File: src/hw/rtl/assert_macros.svh
// Assertion helpers; expect clk and arst_n in scope
`ifndef ASSERT_MACROS_SVH
`define ASSERT_MACROS_SVH

// same-cycle implication
`define KPC_ASSERT(lbl, ante, cons, msg) \
	lbl: assert property (@(posedge clk) disable iff (!arst_n) (ante) |-> (cons)) \
		else $error(msg);

// next-cycle implication
`define KPC_ASSERT_NXT(lbl, ante, cons, msg) \
	lbl: assert property (@(posedge clk) disable iff (!arst_n) (ante) |=> (cons)) \
		else $error(msg);

`endif

File: src/hw/rtl/kpc_pkg.sv
`timescale 1ns / 1ps
// ----------------------------------------------------------------------------
// kpc_pkg
// Shared constants, types and helpers of the k-mer position counter.
// ----------------------------------------------------------------------------
package kpc_pkg;

	localparam int MAX_POS    = 256;
	localparam int POS_W      = $clog2(MAX_POS);
	localparam int KLEN       = 5;
	localparam int KMER_W     = 2 * KLEN;
	localparam int RUN_W      = 3;
	localparam int CNT_W      = 32;
	localparam int TRIM_W     = 9;
	localparam int CMP_W      = (POS_W + 1 > 9) ? POS_W + 1 : 9;
	localparam int TOT_AW     = 1 + KMER_W;
	localparam int PC_AW      = 1 + KMER_W + POS_W;
	localparam int TOT_DEPTH  = 2 ** TOT_AW;
	localparam int PC_DEPTH   = 2 ** PC_AW;
	localparam int FIFO_DEPTH = 3;
	localparam int FIFO_PW    = $clog2(FIFO_DEPTH);
	localparam int FIFO_CW    = $clog2(FIFO_DEPTH + 1);

	localparam logic [7:0] BASE_N = 8'd78;

	localparam logic MODE_PUSH  = 1'b0;
	localparam logic MODE_QUERY = 1'b1;

	localparam logic [2:0] ST_UNTRIMMED = 3'd0;
	localparam logic [2:0] ST_RIGHT     = 3'd1;
	localparam logic [2:0] ST_LEFT      = 3'd2;
	localparam logic [2:0] ST_BOTH      = 3'd3;
	localparam logic [2:0] ST_INVALID   = 3'd4;

	localparam logic CFG_LEFT_TRIM  = 1'b0;
	localparam logic CFG_RIGHT_TRIM = 1'b1;

	typedef struct packed {
		logic              valid;
		logic              query;
		logic              inc;
		logic              pc_en;
		logic [TOT_AW-1:0] tot_addr;
		logic [PC_AW-1:0]  pc_addr;
	} mem_req_t;

	typedef struct packed {
		logic             valid;
		logic [CNT_W-1:0] total;
		logic [CNT_W-1:0] pos_count;
	} mem_rsp_t;

	typedef struct packed {
		logic busy;
		logic query_s1;
	} mem_stat_t;

	function automatic logic [CNT_W-1:0] sat_inc(input logic [CNT_W-1:0] x);
		sat_inc = (&x) ? x : x + CNT_W'(1);
	endfunction

endpackage

File: src/hw/rtl/kpc_out_fifo.sv
`timescale 1ns / 1ps
// ----------------------------------------------------------------------------
// kpc_out_fifo
// Small result queue between the counter pipeline and the output channel.
// ----------------------------------------------------------------------------
module kpc_out_fifo (
	input  logic                          clk,
	input  logic                          arst_n,
	input  kpc_pkg::mem_rsp_t             push,
	input  logic                          pop_ready,
	output logic                          pop_valid,
	output logic [kpc_pkg::CNT_W-1:0]     pop_total,
	output logic [kpc_pkg::CNT_W-1:0]     pop_pos_count,
	output logic [kpc_pkg::FIFO_CW-1:0]   count
);
	import kpc_pkg::*;

	mem_rsp_t             ent_q [FIFO_DEPTH];
	logic [FIFO_PW-1:0]   wr_ptr_q;
	logic [FIFO_PW-1:0]   rd_ptr_q;
	logic [FIFO_CW-1:0]   cnt_q;
	logic                 do_pop;

	function automatic logic [FIFO_PW-1:0] ptr_next(input logic [FIFO_PW-1:0] p);
		ptr_next = (p == FIFO_PW'(FIFO_DEPTH - 1)) ? '0 : p + FIFO_PW'(1);
	endfunction

	assign do_pop = pop_valid && pop_ready;

	always_ff @(posedge clk or negedge arst_n) begin
		if (!arst_n) begin
			wr_ptr_q <= '0;
			rd_ptr_q <= '0;
			cnt_q    <= '0;
		end else begin
			if (push.valid) begin
				wr_ptr_q <= ptr_next(wr_ptr_q);
			end
			if (do_pop) begin
				rd_ptr_q <= ptr_next(rd_ptr_q);
			end
			if (push.valid && !do_pop) begin
				cnt_q <= cnt_q + FIFO_CW'(1);
			end else if (!push.valid && do_pop) begin
				cnt_q <= cnt_q - FIFO_CW'(1);
			end
		end
	end

	always_ff @(posedge clk) begin
		if (push.valid) begin
			ent_q[wr_ptr_q] <= push;
		end
	end

	assign pop_valid     = cnt_q != '0;
	assign pop_total     = ent_q[rd_ptr_q].total;
	assign pop_pos_count = ent_q[rd_ptr_q].pos_count;
	assign count         = cnt_q;

endmodule

File: config.mk
export PLATFORM = sky130hd
export DESIGN_NAME = kpc_out_fifo
export DESIGN_NICKNAME = d
export VERILOG_FILES = /design/src/hw/rtl/assert_macros.svh /design/src/hw/rtl/kpc_pkg.sv /design/src/hw/rtl/kpc_out_fifo.sv
export SDC_FILE = /design/constraint.sdc
export NUM_CORES = 1
export LEC_CHECK = 0
export BUFFER_PORTS_ARGS = -buffer_cell sky130_fd_sc_hd__buf_4
export CAP_MARGIN = 10
export CORE_MARGIN = 4
export CORE_UTILIZATION = 30
export DETAILED_ROUTE_END_ITERATION = 8
export GPL_TIMING_DRIVEN = 0
export PLACE_DENSITY_LB_ADDON = 0.25
export SYNTH_ARGS = -nofsm -noshare
export SYNTH_HDL_FRONTEND = slang
export SYNTH_SLANG_ARGS = --single-unit
File: constraint.sdc
create_clock -name clk -period 9.1 [get_ports clk]
set_input_delay 1.82 -clock clk [delete_from_list [all_inputs] [get_ports clk]]
set_output_delay 1.82 -clock clk [all_outputs]
set_load 0.1 [all_outputs]
== After elaboration in Yosys (flattened, before gate mapping) ==
Memory sizes are Yosys's and may differ from the RTL's.
Index checks and enable logic that the tools add are counted.

* Logic and storage cells: 23
* Memory bits (writable): 195
* Flip-flop bits (word level): 6
* Memories kept: 1

* Mux-type cells: 6
* Reduce and logical (&&, ||, !) cells: 7
* Equal/unequal tests: 2
* Add/subtract/negate cells: 4

{| class="wikitable"
|+ Memory list
! memory !! words !! width !! rd ports !! clocked after memory_dff !! write ports !! RTL line !! RTL
|-
| ent_q || 3 || 65 || 1 || 0 || 1 || kpc_out_fifo.sv:18 || <nowiki>mem_rsp_t ent_q [FIFO_DEPTH];</nowiki>
|}

{| class="wikitable"
|+ Operator list
! kind !! count
|-
| 2-bit 2-to-1 mux || 4
|-
| 2-bit by 1-bit adder with 2-bit output, second input constant || 3
|-
| 2-bit equality test, second input constant || 2
|-
| 2-bit nonzero test || 2
|-
| 1-bit logical AND || 3
|-
| 1-bit logical NOT || 2
|-
| 1-bit 2-to-1 mux || 2
|-
| 2-bit by 1-bit subtractor with 2-bit output, second input constant || 1
|}

== Depth between registers and ports, before layout ==
* Depth after elaboration: 5
* Gate-level depth with buffers: 5
* Depth with buffers taken out: 5

== Worst setup path before layout ==
No wires, ideal clock.

* Path kind: input port to flip-flop
* From: input port push[64] (netlist name)
* To: memory ent_q[2][0] (netlist name), enable pin
* Arrival time: 6550 ps
* Buffers on the path: 0
* Slack: 1972 ps
* Cell stages on the path: 2
* Data required time: 8522 ps
* Library setup time: 578 ps
* Cell sequence: inv_1 nor3b_1

* Cells in the longest elaborated chain, start to end: 2

{| class="wikitable"
|+ Ends and longest elaborated chain
! element !! RTL line !! RTL
|-
| from (decl) || kpc_out_fifo.sv:9 || <nowiki>input kpc_pkg::mem_rsp_t push,</nowiki>
|-
| 1-bit 2-to-1 mux || kpc_out_fifo.sv:51 || <nowiki>if (push.valid) begin</nowiki>
|-
| 1-bit 2-to-1 mux (implied by the code) || kpc_out_fifo.sv:52 || <nowiki>ent_q[wr_ptr_q] <= push;</nowiki>
|-
| to (decl) || kpc_out_fifo.sv:18 ||
|}

No other way between the ends.

== Final worst setup path ==
* From: register rd_ptr_q[1]
* To: output port pop_total[23] (netlist name)

* Cells in the longest elaborated chain, start to end: 1

{| class="wikitable"
|+ Ends and longest elaborated chain
! element !! RTL line !! RTL
|-
| from (decl) || kpc_out_fifo.sv:20 || <nowiki>logic [FIFO_PW-1:0] rd_ptr_q;</nowiki>
|-
| from (signal assigned) || kpc_out_fifo.sv:40 || <nowiki>rd_ptr_q <= ptr_next(rd_ptr_q);</nowiki>
|-
| memory 3 x 65 bit || n/a ||
|-
| to (decl) || kpc_out_fifo.sv:12 || <nowiki>output logic [kpc_pkg::CNT_W-1:0] pop_total,</nowiki>
|}

No other way between the ends.

==> results.py <==
metrics = {
    "outcome": {
        "status": "finished, final reports clean",
    },
    "worst_setup_path": {
        "critical_path.max_fanout": 10,
        "r2r_setup_slk_ps": 7000,
        "rr_endpoint": "ent_q[2][35]",
        "arrival_ps": 2160,
        "worst_r2r_path_depth": 4,
        "launching_point_of_the_worst_reg2reg_path": "wr_ptr_q[1]",
        "setup.worst_path.start_class": "flop",
        "critPathKind": "flop to primary output",
        "cp_data_required_time_ps": 7280,
        "end_kind": "primary output",
    },
    "sta": {
        "final_period_minus_worst_setup_slack_ps": 3980,
        "final-setup-viol-count": 0,
        "setup_ws_ps": 5120,
        "report.final.slew_viol_count": 0,
        "max_clock_freq_mhz": 251,
        "rsz_0062_raised_after_global_routing": "false",
        "worstMarginPinSlew_ps": 864,
        "finalHoldViolations": 0,
        "fin_worst_skew_ps": 10.1,
        "layout_worst_path_cycle_share": 0.437,
        "slew_headroom": 0.422,
    },
    "die": {
        "start_util": 0.305,
        "die_h_um": 165,
        "std_cell_rows": 57,
        "dieWidth_um": 165,
        "design.die.area_mm2": 0.0273,
        "num_io_pins": 135,
        "area_of_the_core_mm2": 0.0243,
    },
    "detailed_routing": {
        "routed_wire_length_per_instance_um": 17.2,
        "detail_route.wirelength.met1_um": 6850,
        "top_layer_used": "met4",
        "antenna_left": 0,
        "postRouteWirelength_um": 16100,
        "vias_per_cell": 4.37,
        "detailedRoute.firstIterationViolations": 180,
        "routed-via-count": 4100,
        "met3WireLength_um": 870,
        "route.met2.wl_um": 8200,
        "first_pass_iteration_count_of_the_detailed_router": 4,
        "drt_drc_violations_left": 0,
    },
    "synth": {
        "yosys_register_bits": 198,
        "postSynthCellCount": 431,
        "synth.avg_cell_area_um2": 17.2,
        "ys_seq_area_frac": 0.796,
        "yosys.area.top_type": "edfxtp_1",
        "netlist-cell-type-count": 21,
        "syn-num-nets": 500,
        "yosys-top-cells-area": "edfxtp_1, mux2i_1, nand2_1",
        "yosysWarnings": 0,
        "yosysTopAreaCellShare": 0.776,
        "synth_area_mm2": 0.00743,
    },
    "clock_network": {
        "number_of_buffers_created_by_cts": 17,
        "cts_hold_repair.buffers": 0,
        "postCtsSetupBuffers": 0,
        "cts-root-to-sink-buffers": 2,
        "clk_root_buffer_cell": "clkbuf_16",
        "post_cts_resized": 0,
        "number_of_h_tree_branching_levels": 4,
        "tritoncts": "yes",
        "clk_pin_slew_worst_paths_ps": 70,
        "insertion_delay_ps": 430,
        "numClockSinks": 198,
    },
    "global_routing": {
        "grt_pass1_vias": 4324,
        "grt_overflow_total": 0,
        "grtUsageTotal": 0.120,
        "grt_start_max_net_pins": 28,
        "number_of_antenna_violations_at_the_first_check_in_global_routing": 0,
        "global_route_wire_length_before_repair_um": 24400,
    },
    "layout": {
        "area_delta_synth_final_pct": 30.1,
        "commonest_non_fill_non_tap_cells_in_the_layout": "edfxtp_1, buf_4, nand2_1",
        "final_common_cell": "edfxtp_1",
        "design.final.nets": 670,
        "antenna_cells": 0,
        "drive_gt1_frac": 0.329,
    },
    "hold_path": {
        "holdPathEnd": "count[1]",
        "hold_class": "flop to flop",
        "min_delay_path_depth": 1,
        "min-delay-start": "count[1]",
    },
    "place": {
        "place.detailed.hpwl_um": 11000,
        "finalWeightedCongestion": 0.684,
        "pre_cts_slack_ps": 5410,
        "place.port_buffers": 134,
    },
    "job": {
        "cap_viol_max_count": 0,
    },
}
flip-flops by register name, indices dropped and copies added, names as in the netlist:
name / flops
rd_ptr_q: 2
count: 2
wr_ptr_q: 2
ent_q: 192
final cells by class:
type	instances	area (µm²)
tap	324	405
fill	2271	14700
multi-input combinational	210	1340
buffer	22	188
sequential	198	5920
clock inverter	14	168
timing repair buffer	151	1220
inverter	1	3.75
clock buffer	18	429
synthesized netlist by cell type:
cell type and number:
inv_1 1, clkbuf_1 6, mux2i_1 64, nand2_1 66, nand2b_1 1, buf_6 4, a21o_1 3, xor2_1 2
nor2_1 2, xnor2_1 1, dfrtp_1 6, edfxtp_1 192, buf_2 8, nor3_2 1, nor3b_1 1, ha_1 1
buf_12 4, o21ai_0 37, nor3_1 1, or2_2 1, o21ai_1 29
routing by layer:
metal / vias up / GRT usage
met5: - / 0
met4: 0 / 0.0401
met3: 13 / 0.0328
met2: 108 / 0.205
met1: 2014 / 0.148
li1: 1965 / -
how the worst max path moves through the flow:
stage / start / endpoint / slack [ps]
after floorplan: push[64] / ent_q[2][0] / 1970
after global placement: push[64] / ent_q[2][40] / -2040
after detailed placement: push[64] / ent_q[2][40] / 5410
after CTS: rd_ptr_q[1] / pop_total[23] / 5020
after global routing: rd_ptr_q[1] / pop_total[23] / 4930
final: rd_ptr_q[1] / pop_total[23] / 5120
cells by family (layout without fill, tap and decap cells):
| group | after synthesis | in the layout | synth area share |
|---|---|---|---|
| AND/OR/NAND/NOR | 73 | 73 | 0.0391 |
| buffers and inverters | 23 | 206 | 0.0258 |
| multiplexers | 64 | 64 | 0.0862 |
| XOR/XNOR | 3 | 3 | 0.00354 |
| AO/OA/AOI/OAI | 69 | 69 | 0.0475 |
| flip-flops | 198 | 198 | 0.796 |
| adder cells (fa/ha/maj) | 1 | 1 | 0.00168 |
worst max-delay path: stages (launching register included):
cell and delay, ps:
dfrtp_1 440, buf_2 330, clkbuf_1 480, o21ai_1 200, buf_4 270
stage by stage:
| step | hold WS, ps | cell area [µm²] | instances | TNS [ps] | util |
|---|---|---|---|---|---|
| 2_1_floorplan | 488 | 7430 | 431 | 0 | - |
| 3_3_place_gp | 496 | 8840 | 889 | -231730 | 0.364 |
| 3_5_place_dp | 550 | 9070 | 906 | 0 | 0.373 |
| 4_1_cts | 561 | 9670 | 938 | 0 | 0.398 |
| 5_1_grt | 589 | 9670 | 938 | 0 | 0.398 |
| 6_report | 545 | 9670 | 938 | 0 | 0.398 |
Power is left out: the tool's default activity adds up to more than one toggle a clock period on the data nets, which glitch-free logic cannot reach.
